==> src/hdl/camera_output_sequencer_macros.svh <==
//------------------------------------------------------------------------------
// Camera output sequencer assertion macros
// Shared assertion forms for the sequencer's modules. Each use needs clk and
// rst in scope.
//------------------------------------------------------------------------------
`ifndef CAMERA_OUTPUT_SEQUENCER_MACROS_SVH
`define CAMERA_OUTPUT_SEQUENCER_MACROS_SVH

// The consequent must hold in the same cycle as the antecedent.
`define COS_ASSERT_SAME(label, ante, cons) \
  label: assert property (@(posedge clk) disable iff (rst) (ante) |-> (cons)) \
    else $error("camera_output_sequencer: same-cycle check failed");

// The consequent must hold in the cycle after the antecedent.
`define COS_ASSERT_NEXT(label, ante, cons) \
  label: assert property (@(posedge clk) disable iff (rst) (ante) |=> (cons)) \
    else $error("camera_output_sequencer: next-cycle check failed");

`endif

==> src/hdl/cos_pkg.sv <==
//------------------------------------------------------------------------------
// Camera output sequencer package
// Sizes, codes, controller states and the command and status bundles shared
// by the controller and the datapath.
//------------------------------------------------------------------------------
package cos_pkg;

  // Sizes of the camera list and the activity queue.
  localparam int MAX_CAMERAS = 16;
  localparam int QUEUE_DEPTH = 8;

  localparam int LIST_AW   = (MAX_CAMERAS > 1) ? $clog2(MAX_CAMERAS) : 1;
  localparam int ENTRY_AW  = 4;
  localparam int QUEUE_AW  = (QUEUE_DEPTH > 1) ? $clog2(QUEUE_DEPTH) : 1;
  localparam int FILL_W    = $clog2(QUEUE_DEPTH + 1);
  localparam int QSUM_W    = FILL_W + 1;

  // Field widths.
  localparam int ID_W       = 32;
  localparam int SUB_W      = 16;
  localparam int COUNT_W    = 5;
  localparam int DWELL_W    = 16;
  localparam int CFG_IDX_W  = 3;
  localparam int CFG_DATA_W = 64;
  localparam int WORDS      = 4;

  typedef enum logic [1:0] {
    REQ_TICK   = 2'd0,
    REQ_CLIENT = 2'd1,
    REQ_EVENT  = 2'd2
  } req_type_e;

  typedef enum logic [1:0] {
    MODE_CLIENT = 2'd0,
    MODE_SEQ    = 2'd1,
    MODE_ACT    = 2'd2
  } mode_e;

  typedef enum logic [CFG_IDX_W-1:0] {
    CFG_MODE    = 3'd0,
    CFG_DWELL   = 3'd1,
    CFG_COUNT   = 3'd2,
    CFG_WORDS_A = 3'd3,
    CFG_WORDS_B = 3'd4,
    CFG_WORDS_C = 3'd5,
    CFG_WORDS_D = 3'd6,
    CFG_GROUP   = 3'd7
  } cfg_idx_e;

  typedef enum logic [3:0] {
    ST_IDLE,
    ST_DISPATCH,
    ST_LIST_SCAN,
    ST_CLIENT_EMIT,
    ST_SEQ_EMIT,
    ST_ACT_EMIT,
    ST_Q_READ,
    ST_Q_CMP,
    ST_Q_INSERT
  } state_e;

  // Commands from the controller to the datapath.
  typedef struct packed {
    logic load_item;
    logic cnt_dec;
    logic scan_inc;
    logic list_seq;
    logic client_emit;
    logic seq_emit;
    logic act_read;
    logic act_emit;
    logic q_read;
    logic q_inc;
    logic q_write;
  } cmd_t;

  // Status from the datapath to the controller.
  typedef struct packed {
    logic [1:0] req_type;
    logic [1:0] mode;
    logic       halted;
    logic       cnt_zero;
    logic       list_empty;
    logic       list_hit;
    logic       scan_last;
    logic       queue_empty;
    logic       queue_full;
    logic       q_match;
    logic       q_last;
    logic       out_free;
  } status_t;

  // Queue slot at base plus offset, modulo the queue depth. The offset never
  // exceeds the depth, so one compare and subtract is enough.
  function automatic logic [QUEUE_AW-1:0] q_wrap(input logic [QUEUE_AW-1:0] base,
                                                 input logic [FILL_W-1:0] offset);
    logic [QSUM_W-1:0] sum;
    sum = QSUM_W'(base) + QSUM_W'(offset);
    if (sum >= QSUM_W'(QUEUE_DEPTH)) begin
      sum = sum - QSUM_W'(QUEUE_DEPTH);
    end
    return QUEUE_AW'(sum);
  endfunction

endpackage

==> src/hdl/cos_if.sv <==
//------------------------------------------------------------------------------
// Camera output sequencer channels
// Valid/ready channels for incoming requests and outgoing camera switches.
//------------------------------------------------------------------------------
interface cos_req_if import cos_pkg::*; ();
  logic             valid;
  logic             ready;
  logic [1:0]       req_type;
  logic [ID_W-1:0]  camera_id;

  modport source (output valid, output req_type, output camera_id, input ready);
  modport sink   (input valid, input req_type, input camera_id, output ready);
endinterface

interface cos_sel_if import cos_pkg::*; ();
  logic             valid;
  logic             ready;
  logic [ID_W-1:0]  switch_id;
  logic             stopped;

  modport source (output valid, output switch_id, output stopped, input ready);
  modport sink   (input valid, input switch_id, input stopped, output ready);
endinterface

==> src/hdl/cos_ctrl.sv <==
//------------------------------------------------------------------------------
// Camera output sequencer controller
// State machine that walks one request through dispatch, list search, queue
// search and result hand-off, driving the datapath by commands.
//------------------------------------------------------------------------------
module cos_ctrl import cos_pkg::*; (
  input  logic    clk,
  input  logic    rst,
  input  logic    req_valid,
  output logic    req_ready,
  input  status_t status,
  output cmd_t    cmd
);

  state_e state;
  state_e state_next;

  logic is_tick;
  logic is_client;
  logic is_event;
  logic tick_seq;
  logic tick_act;
  logic tick_wait;

  // Request decode shared by the next-state and command blocks below.
  always_comb begin
    is_tick   = (status.req_type == REQ_TICK);
    is_client = (status.req_type == REQ_CLIENT);
    is_event  = (status.req_type == REQ_EVENT);
    tick_seq  = is_tick && !status.halted && (status.mode == MODE_SEQ);
    tick_act  = is_tick && !status.halted && (status.mode == MODE_ACT);
    tick_wait = (tick_seq || tick_act) && !status.cnt_zero;
  end

  // State register.
  always_ff @(posedge clk) begin
    if (rst) begin
      state <= ST_IDLE;
    end else begin
      state <= state_next;
    end
  end

  // Next state.
  always_comb begin
    state_next = state;
    unique case (state)
      ST_IDLE: begin
        if (req_valid) state_next = ST_DISPATCH;
      end
      ST_DISPATCH: begin
        state_next = ST_IDLE;
        if (tick_seq && status.cnt_zero && !status.list_empty) begin
          state_next = ST_SEQ_EMIT;
        end else if (tick_act && status.cnt_zero && !status.queue_empty) begin
          state_next = ST_ACT_EMIT;
        end else if (is_client && status.mode == MODE_CLIENT && !status.list_empty) begin
          state_next = ST_LIST_SCAN;
        end else if (is_event && status.mode == MODE_ACT && !status.list_empty) begin
          state_next = ST_LIST_SCAN;
        end
      end
      ST_LIST_SCAN: begin
        if (status.list_hit) begin
          if (is_client) begin
            state_next = ST_CLIENT_EMIT;
          end else if (status.queue_full) begin
            state_next = ST_IDLE;
          end else if (status.queue_empty) begin
            state_next = ST_Q_INSERT;
          end else begin
            state_next = ST_Q_READ;
          end
        end else if (status.scan_last) begin
          state_next = ST_IDLE;
        end
      end
      ST_CLIENT_EMIT, ST_SEQ_EMIT, ST_ACT_EMIT: begin
        if (status.out_free) state_next = ST_IDLE;
      end
      ST_Q_READ: begin
        state_next = ST_Q_CMP;
      end
      ST_Q_CMP: begin
        if (status.q_match) begin
          state_next = ST_IDLE;
        end else if (status.q_last) begin
          state_next = ST_Q_INSERT;
        end else begin
          state_next = ST_Q_READ;
        end
      end
      ST_Q_INSERT: begin
        state_next = ST_IDLE;
      end
      default: state_next = ST_IDLE;
    endcase
  end

  // Commands.
  always_comb begin
    cmd       = '0;
    req_ready = 1'b0;
    unique case (state)
      ST_IDLE: begin
        req_ready     = 1'b1;
        cmd.load_item = req_valid;
      end
      ST_DISPATCH: begin
        cmd.cnt_dec  = tick_wait;
        cmd.act_read = tick_act && status.cnt_zero && !status.queue_empty;
      end
      ST_LIST_SCAN: begin
        cmd.scan_inc = !status.list_hit && !status.scan_last;
      end
      ST_CLIENT_EMIT: begin
        cmd.client_emit = status.out_free;
      end
      ST_SEQ_EMIT: begin
        cmd.list_seq = 1'b1;
        cmd.seq_emit = status.out_free;
      end
      ST_ACT_EMIT: begin
        cmd.act_emit = status.out_free;
      end
      ST_Q_READ: begin
        cmd.q_read = 1'b1;
      end
      ST_Q_CMP: begin
        cmd.q_inc = !status.q_match && !status.q_last;
      end
      ST_Q_INSERT: begin
        cmd.q_write = 1'b1;
      end
      default: cmd = '0;
    endcase
  end

endmodule

==> src/hdl/cos_datapath.sv <==
//------------------------------------------------------------------------------
// Camera output sequencer datapath
// Configuration registers, camera list lookup, sequencer and dwell state,
// activity queue memory and the result register.
//------------------------------------------------------------------------------
`include "camera_output_sequencer_macros.svh"

module cos_datapath import cos_pkg::*; (
  input  logic                  clk,
  input  logic                  rst,
  input  logic                  cfg_we,
  input  logic [CFG_IDX_W-1:0]  cfg_index,
  input  logic [CFG_DATA_W-1:0] cfg_wdata,
  input  logic [1:0]            item_type,
  input  logic [ID_W-1:0]       item_id,
  input  cmd_t                  cmd,
  output status_t               status,
  output logic                  sel_valid,
  input  logic                  sel_ready,
  output logic [ID_W-1:0]       sel_switch_id,
  output logic                  sel_stopped
);

  // Configuration.
  logic [1:0]            mode;
  logic [DWELL_W-1:0]    dwell_time;
  logic [COUNT_W-1:0]    camera_count;
  logic [CFG_DATA_W-1:0] camera_words [WORDS];
  logic [SUB_W-1:0]      source_group;

  // Working state.
  logic [1:0]            req_type;
  logic [ID_W-1:0]       req_id;
  logic [LIST_AW-1:0]    scan_idx;
  logic [COUNT_W-1:0]    seq_index;
  logic [DWELL_W-1:0]    countdown;
  logic                  halted;
  logic [QUEUE_AW-1:0]   queue_head;
  logic [FILL_W-1:0]     queue_fill;
  logic [FILL_W-1:0]     q_idx;
  logic [ID_W-1:0]       queue_mem [QUEUE_DEPTH];
  logic [ID_W-1:0]       queue_rdata;

  logic [COUNT_W-1:0]    list_n;
  logic [LIST_AW-1:0]    seq_addr;
  logic [LIST_AW-1:0]    list_addr;
  logic [ENTRY_AW-1:0]   entry_addr;
  logic [SUB_W-1:0]      list_entry;
  logic [QUEUE_AW-1:0]   q_rd_addr;
  logic [QUEUE_AW-1:0]   q_wr_addr;
  logic                  seq_stop;
  logic                  emit_any;

  // Configuration writes.
  always_ff @(posedge clk) begin
    if (rst) begin
      mode         <= '0;
      dwell_time   <= '0;
      camera_count <= '0;
      source_group <= '0;
      for (int w = 0; w < WORDS; w++) camera_words[w] <= '0;
    end else if (cfg_we) begin
      unique case (cfg_index)
        CFG_MODE:    mode            <= cfg_wdata[1:0];
        CFG_DWELL:   dwell_time      <= cfg_wdata[DWELL_W-1:0];
        CFG_COUNT:   camera_count    <= cfg_wdata[COUNT_W-1:0];
        CFG_WORDS_A: camera_words[0] <= cfg_wdata;
        CFG_WORDS_B: camera_words[1] <= cfg_wdata;
        CFG_WORDS_C: camera_words[2] <= cfg_wdata;
        CFG_WORDS_D: camera_words[3] <= cfg_wdata;
        CFG_GROUP:   source_group    <= cfg_wdata[SUB_W-1:0];
        default:     mode            <= mode;
      endcase
    end
  end

  // List length, clamped to the list capacity, and the single list read port.
  // The sequencer index wraps to the first entry once it runs past the end.
  always_comb begin
    list_n     = (camera_count > COUNT_W'(MAX_CAMERAS)) ? COUNT_W'(MAX_CAMERAS)
                                                        : camera_count;
    seq_addr   = (seq_index >= list_n) ? '0 : LIST_AW'(seq_index);
    list_addr  = cmd.list_seq ? seq_addr : scan_idx;
    entry_addr = ENTRY_AW'(list_addr);
    list_entry = camera_words[entry_addr[3:2]][entry_addr[1:0]*SUB_W +: SUB_W];
    seq_stop   = (dwell_time != '0) && (list_n == COUNT_W'(1));
    q_rd_addr  = cmd.act_read ? queue_head : q_wrap(queue_head, q_idx);
    q_wr_addr  = q_wrap(queue_head, queue_fill);
    emit_any   = cmd.client_emit || cmd.seq_emit || cmd.act_emit;
  end

  // Latched request and walk counters.
  always_ff @(posedge clk) begin
    if (cmd.load_item) begin
      req_type <= item_type;
      req_id   <= item_id;
    end
  end

  always_ff @(posedge clk) begin
    if (rst) begin
      scan_idx <= '0;
      q_idx    <= '0;
    end else begin
      if (cmd.load_item) begin
        scan_idx <= '0;
        q_idx    <= '0;
      end else begin
        if (cmd.scan_inc) scan_idx <= scan_idx + LIST_AW'(1);
        if (cmd.q_inc)    q_idx    <= q_idx + FILL_W'(1);
      end
    end
  end

  // Sequencer and dwell state.
  always_ff @(posedge clk) begin
    if (rst) begin
      seq_index <= '0;
      countdown <= '0;
      halted    <= 1'b0;
    end else begin
      if (cmd.cnt_dec) begin
        countdown <= countdown - DWELL_W'(1);
      end
      if (cmd.seq_emit) begin
        seq_index <= COUNT_W'(seq_addr) + COUNT_W'(1);
        if (dwell_time != '0) begin
          countdown <= dwell_time - DWELL_W'(1);
          if (list_n == COUNT_W'(1)) halted <= 1'b1;
        end
      end
      if (cmd.act_emit) begin
        countdown <= dwell_time;
      end
    end
  end

  // Queue pointers.
  always_ff @(posedge clk) begin
    if (rst) begin
      queue_head <= '0;
      queue_fill <= '0;
    end else if (cmd.act_emit) begin
      queue_head <= q_wrap(queue_head, FILL_W'(1));
      queue_fill <= queue_fill - FILL_W'(1);
    end else if (cmd.q_write) begin
      queue_fill <= queue_fill + FILL_W'(1);
    end
  end

  // Queue memory: one write port and one registered read port.
  always_ff @(posedge clk) begin
    if (cmd.q_write) begin
      queue_mem[q_wr_addr] <= req_id;
    end
    if (cmd.q_read || cmd.act_read) begin
      queue_rdata <= queue_mem[q_rd_addr];
    end
  end

  // Result register.
  always_ff @(posedge clk) begin
    if (rst) begin
      sel_valid <= 1'b0;
    end else if (emit_any) begin
      sel_valid <= 1'b1;
    end else if (sel_ready) begin
      sel_valid <= 1'b0;
    end
  end

  always_ff @(posedge clk) begin
    if (cmd.client_emit) begin
      sel_switch_id <= req_id;
      sel_stopped   <= 1'b0;
    end else if (cmd.seq_emit) begin
      sel_switch_id <= {source_group, list_entry};
      sel_stopped   <= seq_stop;
    end else if (cmd.act_emit) begin
      sel_switch_id <= queue_rdata;
      sel_stopped   <= 1'b0;
    end
  end

  // Status back to the controller.
  always_comb begin
    status.req_type    = req_type;
    status.mode        = mode;
    status.halted      = halted;
    status.cnt_zero    = (countdown == '0);
    status.list_empty  = (list_n == '0);
    status.list_hit    = (list_entry == req_id[SUB_W-1:0]);
    status.scan_last   = (COUNT_W'(scan_idx) + COUNT_W'(1) >= list_n);
    status.queue_empty = (queue_fill == '0);
    status.queue_full  = (queue_fill == FILL_W'(QUEUE_DEPTH));
    status.q_match     = (queue_rdata == req_id);
    status.q_last      = (q_idx + FILL_W'(1) == queue_fill);
    status.out_free    = !sel_valid || sel_ready;
  end

  // The fill count never passes the queue depth.
  `COS_ASSERT_SAME(a_fill_bound, 1'b1, queue_fill <= FILL_W'(QUEUE_DEPTH))
  // A halt is reported by the result loaded in the same cycle.
  `COS_ASSERT_SAME(a_halt_reported, $rose(halted), sel_valid && sel_stopped)
  // A result is only loaded when the result register is free.
  `COS_ASSERT_SAME(a_emit_free, emit_any, status.out_free)
  // An insert grows the queue by exactly one entry.
  `COS_ASSERT_NEXT(a_fill_step, cmd.q_write, queue_fill == $past(queue_fill) + FILL_W'(1))

endmodule

==> src/hdl/camera_output_sequencer.sv <==
//------------------------------------------------------------------------------
// Camera output sequencer
// Picks the camera a video output shows in client, sequencer or activity mode.
//------------------------------------------------------------------------------
// The block takes one request at a time. A tick or an ignored request is
// accepted and then dispatched; a tick that switches then loads the result.
// A client request or activity event walks the camera list one entry per
// cycle through a single list read port, and a client hit then loads the
// result. An activity event that passes then searches the queue for a
// duplicate through the queue memory's one read port, reading and then
// comparing each queued id, and inserts the id if none matches. A full queue
// drops the event at once, so the search covers at most seven ids with the
// default sizes. A result sits in an output register, so the next request is
// accepted while it waits; a result-producing request holds only if the
// previous result has still not been taken.
module camera_output_sequencer import cos_pkg::*; (
  input  logic                  clk,
  input  logic                  rst,
  input  logic                  cfg_we,
  input  logic [CFG_IDX_W-1:0]  cfg_index,
  input  logic [CFG_DATA_W-1:0] cfg_wdata,
  cos_req_if.sink               request,
  cos_sel_if.source             selection
);

  cmd_t    cmd;
  status_t status;
  logic    req_ready;

  // Request channel ready comes from the controller.
  assign request.ready = req_ready;

  cos_ctrl u_ctrl (
    .clk       (clk),
    .rst       (rst),
    .req_valid (request.valid),
    .req_ready (req_ready),
    .status    (status),
    .cmd       (cmd)
  );

  cos_datapath u_datapath (
    .clk           (clk),
    .rst           (rst),
    .cfg_we        (cfg_we),
    .cfg_index     (cfg_index),
    .cfg_wdata     (cfg_wdata),
    .item_type     (request.req_type),
    .item_id       (request.camera_id),
    .cmd           (cmd),
    .status        (status),
    .sel_valid     (selection.valid),
    .sel_ready     (selection.ready),
    .sel_switch_id (selection.switch_id),
    .sel_stopped   (selection.stopped)
  );

endmodule

==> src/flat_wrapper.sv <==
// flat-port wrapper written by rule: the top's interface ports become plain ports
module camera_output_sequencer_flat import cos_pkg::*;
  (clk, rst, cfg_we, cfg_index, cfg_wdata, request_valid, request_req_type, request_camera_id, request_ready, selection_valid, selection_switch_id, selection_stopped, selection_ready);
  cos_req_if request_i ();
  cos_sel_if selection_i ();
  input  logic clk;
  input  logic rst;
  input  logic cfg_we;
  input  logic [CFG_IDX_W-1:0] cfg_index;
  input  logic [CFG_DATA_W-1:0] cfg_wdata;
  input wire logic [$bits(request_i.valid)-1:0] request_valid;
  input wire logic [$bits(request_i.req_type)-1:0] request_req_type;
  input wire logic [$bits(request_i.camera_id)-1:0] request_camera_id;
  output wire logic [$bits(request_i.ready)-1:0] request_ready;
  output wire logic [$bits(selection_i.valid)-1:0] selection_valid;
  output wire logic [$bits(selection_i.switch_id)-1:0] selection_switch_id;
  output wire logic [$bits(selection_i.stopped)-1:0] selection_stopped;
  input wire logic [$bits(selection_i.ready)-1:0] selection_ready;
  assign request_i.valid = request_valid;
  assign request_i.req_type = request_req_type;
  assign request_i.camera_id = request_camera_id;
  assign request_ready = request_i.ready;
  assign selection_valid = selection_i.valid;
  assign selection_switch_id = selection_i.switch_id;
  assign selection_stopped = selection_i.stopped;
  assign selection_i.ready = selection_ready;
  camera_output_sequencer u_core (.clk(clk), .rst(rst), .cfg_we(cfg_we), .cfg_index(cfg_index), .cfg_wdata(cfg_wdata), .request(request_i), .selection(selection_i));
endmodule
==> config.mk <==
export PLATFORM = sky130hd
export DESIGN_NAME = camera_output_sequencer_flat
export DESIGN_NICKNAME = d
export VERILOG_FILES = /design/src/hdl/cos_pkg.sv /design/src/hdl/cos_if.sv /design/src/hdl/cos_ctrl.sv /design/src/hdl/cos_datapath.sv /design/src/hdl/camera_output_sequencer.sv /design/src/flat_wrapper.sv
export VERILOG_INCLUDE_DIRS = /design/src /design/src/hdl
export SDC_FILE = /design/constraint.sdc
export NUM_CORES = 1
export LEC_CHECK = 0
export BUFFER_PORTS_ARGS = -buffer_cell sky130_fd_sc_hd__buf_2
export CAP_MARGIN = 20
export CORE_UTILIZATION = 65
export DETAILED_ROUTE_END_ITERATION = 12
export PLACE_DENSITY_LB_ADDON = 0.3
export REMOVE_ABC_BUFFERS = 1
export SYNTH_ARGS = -nofsm -noshare
export SYNTH_HDL_FRONTEND = slang
export SYNTH_SLANG_ARGS = --single-unit
==> constraint.sdc <==
create_clock -name clk -period 12.7 [get_ports clk]
set_input_delay 1.27 -clock clk [delete_from_list [all_inputs] [get_ports clk]]
set_output_delay 1.27 -clock clk [all_outputs]
set_load 0.01 [all_outputs]
== Word-level counts from Yosys, hierarchy flattened ==
Memory sizes are Yosys's and may differ from the RTL's. A register that Yosys moved wholly into a read port is not among the register bits.
Cells that the tools add are included.

* Register bits: 148
* Memory bits (writable): 512
* Bits of input ports: 106
* Memories: 2
* Logic and storage cells: 190

{| class="wikitable"
|+ Memory list
! name !! words !! width !! rd ports !! clocked after Yosys merged registers in !! write ports !! RTL line !! source
|-
| u_core.u_datapath.camera_words || 4 || 64 || 1 || 0 || 4 || cos_datapath.sv:28 || <nowiki>logic [CFG_DATA_W-1:0] camera_words [WORDS];</nowiki>
|-
| u_core.u_datapath.queue_mem || 8 || 32 || 1 || 1 || 1 || cos_datapath.sv:41 || <nowiki>logic [ID_W-1:0] queue_mem [QUEUE_DEPTH];</nowiki>
|}

* Mux-type cells: 70
* Bitwise operators: 4
* Order comparisons: 6
* Shift-type cells: 1
* Add/subtract/negate cells: 14
* Reductions and logical operators: 49
* Eq/ne operators: 27

{| class="wikitable"
|+ Operator list
! kind !! number
|-
| $mux 64 || 4
|-
| $mux 32 || 3
|-
| $mux 16 || 4
|-
| $shiftx 64x7->16 || 1
|-
| $mux 4 || 13
|-
| $mux 1 || 36
|-
| $eq 32x32->1 || 1
|-
| $sub 16x1->16 const B || 2
|-
| $pmux 4 s6 || 1
|-
| $mux 3 || 6
|-
| $eq 16x16->1 || 1
|-
| $eq 4x3->1 const B || 4
|-
| $logic_not 16->1 || 1
|-
| $reduce_bool 16->1 || 1
|-
| $logic_and 1x1->1 || 15
|-
| $add 4x1->4 const B || 3
|-
| $eq 3x3->1 const B || 4
|-
| $add 3x4->5 || 2
|-
| $add 4x1->5 const B || 2
|-
| $ge 5x4->1 const B || 2
|-
| $ge 5x5->1 || 2
|-
| $logic_not 1->1 || 9
|-
| $sub 3x1->3 const B || 3
|-
| $eq 4x2->1 const B || 2
|-
| 28 further kinds || 49
|}

== Depth between registers and ports, before layout ==
Gate-level depths: netlist of the first run.
An unclocked memory read counts as a cell.

* Word-level depth: 11
* Gate-level depth with buffers: 19
* Depth with buffers taken out: 15

== By module ==
Synthesis of the first run repeated with hierarchy kept, for this count alone.

* Cell total of the unflattened synthesis: 2280
* Area, all modules: 31036.0 sq um

{| class="wikitable"
|+ Modules (own cells, without submodules)
! module !! times used !! cells each !! area an instance (sq um)
|-
| cos_datapath || 1 || 2215 || 30523.0
|-
| cos_ctrl || 1 || 65 || 513.0
|}

== Least setup slack after synthesis of the first run ==
No wires, ideal clock.

* Kind: reg-to-reg
* Start: register u_core.u_datapath.camera_count[4]
* End: register u_core.u_ctrl.state[3]
* Library setup time: 0.070 ns
* Slack: 8.641 ns
* Data arrival time: 3.989 ns
* Buffers on the path: 0
* Stages on the path, launching flop included: 16
* Path through: dfxtp_1 > inv_1 > nand2_1 > ha_1 > nand2_1 > clkinv_1 > a21oi_2 > nor2_4 > a211oi_1 > a21oi_1 > a2111o_1 > or4_4 > nor4_4 > nand4_1 > or4_1 > a21oi_1

* Word-level cells in the longest chain between the ends: 10
* Elaborated cells between the ends (all ways): 13
* Those cells by class: order compare (3); eq/ne (2); shift (1); mux (5); reduce/logical (1); memory (1)

{| class="wikitable"
|+ RTL lines
! item !! RTL line !! source
|-
| start: declaration || cos_datapath.sv:27 || <nowiki>logic [COUNT_W-1:0] camera_count;</nowiki>
|-
| start signal: assignment || cos_datapath.sv:66 || <nowiki>CFG_COUNT: camera_count <= cfg_wdata[COUNT_W-1:0];</nowiki>
|-
| $gt 5x5->1 || cos_datapath.sv:80 || <nowiki>list_n = (camera_count > COUNT_W'(MAX_CAMERAS)) ? COUNT_W'(MAX_CAMERAS)</nowiki>
|-
| $mux 5 * || cos_datapath.sv:80 ||
|-
| $ge 5x5->1 || cos_datapath.sv:82 || <nowiki>seq_addr = (seq_index >= list_n) ? '0 : LIST_AW'(seq_index);</nowiki>
|-
| $mux 4 || cos_datapath.sv:82 ||
|-
| $mux 4 || cos_datapath.sv:83 || <nowiki>list_addr = cmd.list_seq ? seq_addr : scan_idx;</nowiki>
|-
| $mem_v2 4x64 || - ||
|-
| $shiftx 64x7->16 || cos_datapath.sv:85 || <nowiki>list_entry = camera_words[entry_addr[3:2]][entry_addr[1:0]*SUB_W +: SUB_W];</nowiki>
|-
| $eq 16x16->1 || cos_datapath.sv:192 || <nowiki>status.list_hit = (list_entry == req_id[SUB_W-1:0]);</nowiki>
|-
| $mux 4 / $ne 3x3->1 (equally long branches) || - ||
|-
| $pmux 4 s6 / $reduce_and 3->1 (equally long branches) || - ||
|-
| end signal: assignment || cos_ctrl.sv:40 || <nowiki>state <= state_next;</nowiki>
|-
| end: declaration || cos_ctrl.sv:15 || <nowiki>state_e state;</nowiki>
|}

Mark *: on every way between the ends. The rest lies on a longest branch, timed or not.
A chain may end at the register's enable or synchronous reset.

== Worst setup path after layout of the first run ==
Same ends and word-level chain as after synthesis.

==> out/qor.yml, run 1 <==
fp.dieH_um: 223.0
setup_viol: 0
fin_cells: 3198
ios: 141
finalCritPeriodShare: 0.4650
cp-start-kind: "flip-flop"
wl_um: 84230
yosysWarnings: 0
yosys.cell_types.count: 94
fp-row-count: 80
cts-root-buf: "clkbuf_16"
grt-ovfl-total: 0
cts_buffers: 72
clk_pin_slew_ps: 60
status: "completed"
dpl.hpwl_um: 50710
tightest_slew_ps: 1328
switching_share: 0.2180
ant_nets: 0
insertion_delay_ps: 620
dr.pass1.iters: 8
synth_top_cell_by_area: "edfxtp_1"
netSwitchingPower_w: 0.001055
core_area_mm2: 0.04795
worstHoldPathType: "reg -> reg"
post_cts_buffers: 0
synthFlopType: "edfxtp_1"
place_inst: 3070
combPwrFrac: 0.039
ys_top_cells_by_area: "edfxtp_1 (58%), and2_1 (5.2%), dfxtp_1 (5.2%)"
viasPerCell: 6.754
cp_max_fo: 41
synthCells: 2432
htreeDepth: 3
portBuffers: 140
cts_sinks: 692
dr_total_vias: 21600
finalHoldViolCount: 0
slowest_stage: "a21o_1"
yosysSeqAreaShare: 0.6288
antenna_found_initial: 1
finalSetupTns_ps: 0
grt_use_total: 0.3417
irDropWorstVdd_v: 0.0001358
worst_slack_ps: 6794
clockPowerShare: 0.424
clockBufferDepth: 3
syn_to_final_growth_pct: 11.24
gp_congestion: 0.9223
power_frac_seq: 0.537
ctsHoldBuffers: 0
grt_pass1_wl_um: 126800
die_area_mm2: 0.04972
worst_ep_required_time_ps: 13250
timing.hold.ws_ps: 454.7
drive_above_1_share: 0.1769
avgRoutedWirePerCell_um: 26.34
power.density_mw_per_mm2: 137.1
max_cap_violations: 0
cts_tree: "done"
grt_pass1_vias: 21000
synthArstFlopShare: 0
yosys.area.top_type_share: 0.5771
synth_edf_count: 610
diodes: 0
slew_viol_final: 0
initial_core_util: 0.6620
path_cells: "inv_1, nand2_1, ha_1, nand2_1, buf_4, clkinv_1, a21o_1, nand2_2, buf_4, mux2i_1, a21oi_1, a2111o_1, or4_4, nor4_4, nand4_1, or4_1, a21oi_1"
syn_avg_cell_area_um2: 13.05
finalCriticalPeriod_ps: 5906
cts_resized: 0
grt_max_degree: 83
dr.first_iter.drc_count: 2770
die_width_um: 223.0
rsz0062_at_grt: "false"
synth_area_mm2: 0.03174
drc: 0
skew_ps: 22.12
relSlewSlack: 0.1146
yosys_register_bits: 692
endpoint_kind: "flip-flop"
critPathKind: "reg -> reg"
nNetsFinal: 2662
pre_cts_slack_ps: 6901
critPathMaxStageDelay_ps: 600
leakagePower_nw: 12.13
intPower_w: 0.003785
crit_arrival_ps: 6450
max_freq_mhz: 169.3
==> state kept, by name, indices dropped and copies added (netlist names), 3 cells and up <==
register	cells
u_core.u_datapath.scan_idx	4
u_core.u_datapath.queue_fill	4
u_core.u_datapath.req_id	32
u_core.u_datapath.q_idx	4
u_core.u_datapath.queue_head	3
u_core.u_datapath.source_group	16
u_core.u_datapath.dwell_time	16
u_core.u_datapath.sel_switch_id	32
u_core.u_datapath.queue_rdata	32
u_core.u_ctrl.state	4
u_core.u_datapath.countdown	16
u_core.u_datapath.seq_index	5
u_core.u_datapath.camera_words	256
u_core.u_datapath.camera_count	5
u_core.u_datapath.queue_mem	256
==> cells in the mapped netlist, drive strengths merged, types with 4 or more instances <==
cell     count
a311oi       9
o21a         4
o32a         4
a211oi      43
nand2      263
nor3        34
nor2       109
a32oi       22
o211ai      45
a211o        4
a31oi       30
mux4        64
or3          6
nor4        10
xor2        17
o22ai       11
a2111oi      9
o221ai       4
a22oi       22
o32ai        5
clkbuf     110
nand3b       4
o2111ai     34
a21oi       96
nand3       56
and2       264
o21ai       70
ha          21
a21o        10
buf         53
a22o         5
nor4b        4
mux2        40
dfxtp       82
and3        38
nor2b        9
nand4       21
inv         17
nand2b      20
edfxtp     610
or4         12
mux2i       40
xnor2       56
==> logic make-up (layout without fill, tap and decap cells) <==
logic type	count (synthesis)	count (layout)	share of synthesized area
xor+xnor	73	73	0.02014
mux	144	144	0.07222
compound gates	452	452	0.1006
flops	692	692	0.6288
simple gates	866	866	0.1428
fa+ha+maj	24	24	0.01017
buf+inv	181	332	0.02523
==> per-layer routing <==
metal / share of wire / track usage
met1: 0.38 / 0.4503
met2: 0.48 / 0.5518
met3: 0.096 / 0.06756
met4: 0.049 / 0.1584
met5: 0 / 0
==> placed cells by master (no fill, tap or decap), types with 40 or more instances in the layout <==
master,synthesis,layout
a21oi_1,93,92
nor2_1,105,96
clkbuf_16,0,74
mux2_2,40,40
edfxtp_1,610,610
mux4_2,64,64
dfxtp_1,82,82
buf_2,28,141
a211oi_1,40,40
xnor2_1,56,55
and2_1,263,262
nand3_1,56,56
o21ai_0,67,67
o211ai_1,43,43
buf_4,5,45
nand2_1,259,258
==> worst max-delay path: cells and delay by family (launching register included) <==
kind | cells | cell delay (ps)
adder cells (fa/ha/maj) | 1 | 280
AO/OA/AOI/OAI | 4 | 1270
multiplexers | 1 | 330
buffers and inverters | 4 | 1410
AND/OR/NAND/NOR | 7 | 2160
flip-flops | 1 | 340
==> power groups by stage <==
stage | Combinational [W] | Sequential, W | Clock [W]
6_report | 0.000189 | 0.00260 | 0.00205
5_1_grt | 0.000201 | 0.00260 | 0.00214
4_1_cts | 0.000185 | 0.00260 | 0.00207
3_5_place_dp | 0.000183 | 0.00264 | 0
3_3_place_gp | 0.000179 | 0.00264 | 0
2_1_floorplan | 0.0000972 | 0.00262 | 0
==> per-stage QoR <==
step | util | total power, W | cell area (um2)
floorplan | - | 0.002719 | 31010
detailed placement | 0.6880 | 0.002826 | 32990
CTS | 0.7353 | 0.004851 | 35250
global placement | 0.6879 | 0.002818 | 32980
finish | 0.7364 | 0.004841 | 35310
global route | 0.7364 | 0.004947 | 35310
==> cell type report <==
type	instances	area [um2]
Fill cell	2948	12640
Clock buffer	90	1912
Inverter	18	67.56
Timing Repair Buffer	189	1097
Tap cell	615	769.5
Clock inverter	35	355.3
Multi-Input combinational cell	1559	11150
Sequential cell	692	19960
==> final timing paths <==
path	startpoint	endpoint	slack (ps)	depth (start not counted)
max	u_core.u_datapath.camera_count[4]$_SDFFE_PP0P_	u_core.u_ctrl.state[3]$_SDFFE_PP0P_	6790	17
min	u_core.u_datapath.source_group[13]$_SDFFE_PP0P_	u_core.u_datapath.source_group[13]$_SDFFE_PP0P_	450	2
max reg2reg	u_core.u_datapath.camera_count[4]$_SDFFE_PP0P_	u_core.u_ctrl.state[3]$_SDFFE_PP0P_	6790	17
min reg2reg	u_core.u_datapath.source_group[13]$_SDFFE_PP0P_	u_core.u_datapath.source_group[13]$_SDFFE_PP0P_	450	2
(Power assumes the default switching activity.)
==> run 2, diff against run 1 <==
--- a/config.mk
+++ b/config.mk
@@ -8,7 +8,7 @@
 export LEC_CHECK = 0
 export BUFFER_PORTS_ARGS = -buffer_cell sky130_fd_sc_hd__buf_2
 export CAP_MARGIN = 20
-export CORE_UTILIZATION = 65
+export CORE_UTILIZATION = 62
 export DETAILED_ROUTE_END_ITERATION = 12
 export PLACE_DENSITY_LB_ADDON = 0.3
 export REMOVE_ABC_BUFFERS = 1
==> constraint.sdc (replaced) <==
create_clock -name clk -period 5.5 [get_ports clk]
set_input_delay 0.55 -clock clk [delete_from_list [all_inputs] [get_ports clk]]
set_output_delay 0.55 -clock clk [all_outputs]
set_load 0.01 [all_outputs]
==> out/qor.yml, run 2 (synthesis results as in run 1) <==
setup_viol: 0  # unchanged
clk_pin_slew_ps: 60  # about the same
die_width_um: 228.3  # +2.4%
cts_tree: "done"
rrSetupSlack_ps: 440  # -6350 ps
dr.first_iter.drc_count: 2608  # -5.8%
post_cts_buffers: 0  # unchanged
initial_core_util: 0.6300  # -0.03193
syn_to_final_growth_pct: 11.93
nNetsFinal: 2675  # +0.49%
dpl.hpwl_um: 54050  # +6.6%
viasPerCell: 6.620  # -2.0%
grt_use_total: 0.3334  # -0.008314
grt_pass1_vias: 21060  # +0.27%
final_area_mm2: 0.03553  # +0.62%
worst_slack_ps: 442.7  # -6352 ps
tightest_slew_ps: 1142  # -186.0 ps
crit_arrival_ps: 5600  # -850 ps
skew_ps: 24.76  # +2.638 ps
final_common_cell: "edfxtp_1"
dr_total_vias: 21680  # +0.38%
hold_end: "u_core.u_datapath.req_id[9]$_DFFE_PP_"
core_area_mm2: 0.05038  # +5.1%
antenna_found_initial: 2  # +1
cts_resized: 0  # unchanged
p_total_w: 0.01127  # +130%
slowest_stage: "a211oi_1"
fin_cells: 3275  # +2.4%
path_cells: "inv_1, nand2_1, ha_1, nand2_1, o21ai_2, a21o_1, nand2_2, a211oi_1, a31oi_1, a211oi_1, o21bai_1, a2111oi_2, nand4_1, or4_1, a21oi_1"
pre_cts_slack_ps: 567.3  # -6334 ps
reg2reg_to: "u_core.u_ctrl.state[3]$_SDFFE_PP0P_"
worstHoldPathCells: 1  # -1
dpl_cell_area_mm2: 0.03319  # +0.63%
critPathKind: "reg -> reg"
grt_pass1_wl_um: 130500  # +2.9%
portBuffers: 140  # unchanged
slew_viol_final: 0  # unchanged
max_freq_mhz: 197.7  # +17%
fp.dieH_um: 228.3  # +2.4%
grt-ovfl-total: 0  # unchanged
final_core_util: 0.7052  # -0.03117
status: "completed"
max_cap_violations: 0  # unchanged
leakagePower_nw: 12.22  # +0.75%
cts_sinks: 692  # unchanged
worstHoldPathType: "in -> reg"
r2r-start: "u_core.u_datapath.camera_count[4]$_SDFFE_PP0P_"
critPathMaxStageDelay_ps: 730  # +130 ps
ctsHoldBuffers: 0  # unchanged
final_cell_mix: "edfxtp_1 (610), and2_1 (262), nand2_1 (258)"
grt_max_degree: 75  # -9.6%
cp-start-kind: "flip-flop"
dr.pass1.iters: 5  # -3
worst_ep_required_time_ps: 6040  # -7210 ps
rsz0062_at_grt: "false"
htreeDepth: 3  # unchanged
finalHoldViolCount: 0  # unchanged
gp_congestion: 0.9684  # +5.0%
irDropWorstVdd_v: 0.0002724  # +100%
power.density_mw_per_mm2: 317.1  # +130%
cts_buffers: 72  # unchanged
reg_top3: "u_core.u_datapath.camera_words (256), u_core.u_datapath.queue_mem (256)"
ios: 141  # unchanged
finalCriticalPeriod_ps: 5057  # -848.2 ps
relSlewSlack: 0.2315  # +0.1170
die_area_mm2: 0.05210  # +4.8%
finalCritPeriodShare: 0.9195  # +0.4545
fp-row-count: 82  # +2.5%
insertion_delay_ps: 610  # about the same
drive_above_1_share: 0.1815  # +0.004543
cts-root-buf: "clkbuf_16"
drc: 0  # unchanged
rr_worst_depth: 15  # -2
hp-start: "request_camera_id[9]"
cp_max_fo: 19  # -54%
place_inst: 3142  # +2.3%
avgRoutedWirePerCell_um: 26.38  # +0.16%
ant_nets: 0  # unchanged
clockBufferDepth: 3  # unchanged
wl_um: 86390  # +2.6%
endpoint_kind: "flip-flop"
==> run 2: cell type report <==
class                   count  area [um2]
inverters                  18       67.56
clock inverters            41       390.4
multi-input cells        1559       11140
diodes                      2       5.005
clock buffers              89        1918
flip-flops and latches    692       19960
repair buffers            202        1204
fillers                  3312       14850
well taps                 672       840.8
==> run 2: power breakdown <==
group          internal, W  switching, W  leakage, nW
sequential         0.00588      0.000128         6.34
combinational     0.000145      0.000290         4.75
clock              0.00281       0.00202         1.13
total              0.00883       0.00243         12.2
==> run 2: worst max path at each step <==
stage                                                    from                                          to  slack [ps]
6_report       u_core.u_datapath.camera_count[4]$_SDFFE_PP0P_         u_core.u_ctrl.state[3]$_SDFFE_PP0P_         440
5_1_grt        u_core.u_datapath.camera_count[4]$_SDFFE_PP0P_         u_core.u_ctrl.state[3]$_SDFFE_PP0P_         110
4_1_cts        u_core.u_datapath.camera_count[4]$_SDFFE_PP0P_         u_core.u_ctrl.state[3]$_SDFFE_PP0P_         570
3_5_place_dp   u_core.u_datapath.camera_count[4]$_SDFFE_PP0P_         u_core.u_ctrl.state[3]$_SDFFE_PP0P_         570
3_3_place_gp   u_core.u_datapath.camera_count[4]$_SDFFE_PP0P_         u_core.u_ctrl.state[3]$_SDFFE_PP0P_         710
2_1_floorplan             u_core.u_ctrl.state[0]$_SDFFE_PP0P_  u_core.u_datapath.queue_rdata[0]$_DFFE_PP_       -3280
==> run 2: critical path, delay by kind of cell (launching register included) <==
| kind | cells | cell delay [ps] |
|---|---|---|
| buf+inv | 1 | 140 |
| simple gates | 5 | 1360 |
| fa+ha+maj | 1 | 300 |
| compound gates | 8 | 2840 |
| flops | 1 | 330 |
==> run 2: metal layers <==
layer / vias up / part of all wire / track usage / wire length [um]
met5: - / 0 / 0 / 0
met4: 0 / 0.034 / 0.1166 / 2914
met3: 194 / 0.096 / 0.05888 / 8317
met2: 1288 / 0.48 / 0.5454 / 41710
met1: 10750 / 0.39 / 0.4528 / 33450
li1: 9453 / - / - / -
==> run 2: per-stage QoR <==
stage,hold WS (ps),setup TNS (ps)
detailed placement,439.3,0
finish,112.7,0
global placement,436.8,0
global route,85.76,0
CTS,85.49,0
floorplan,419.6,-105530
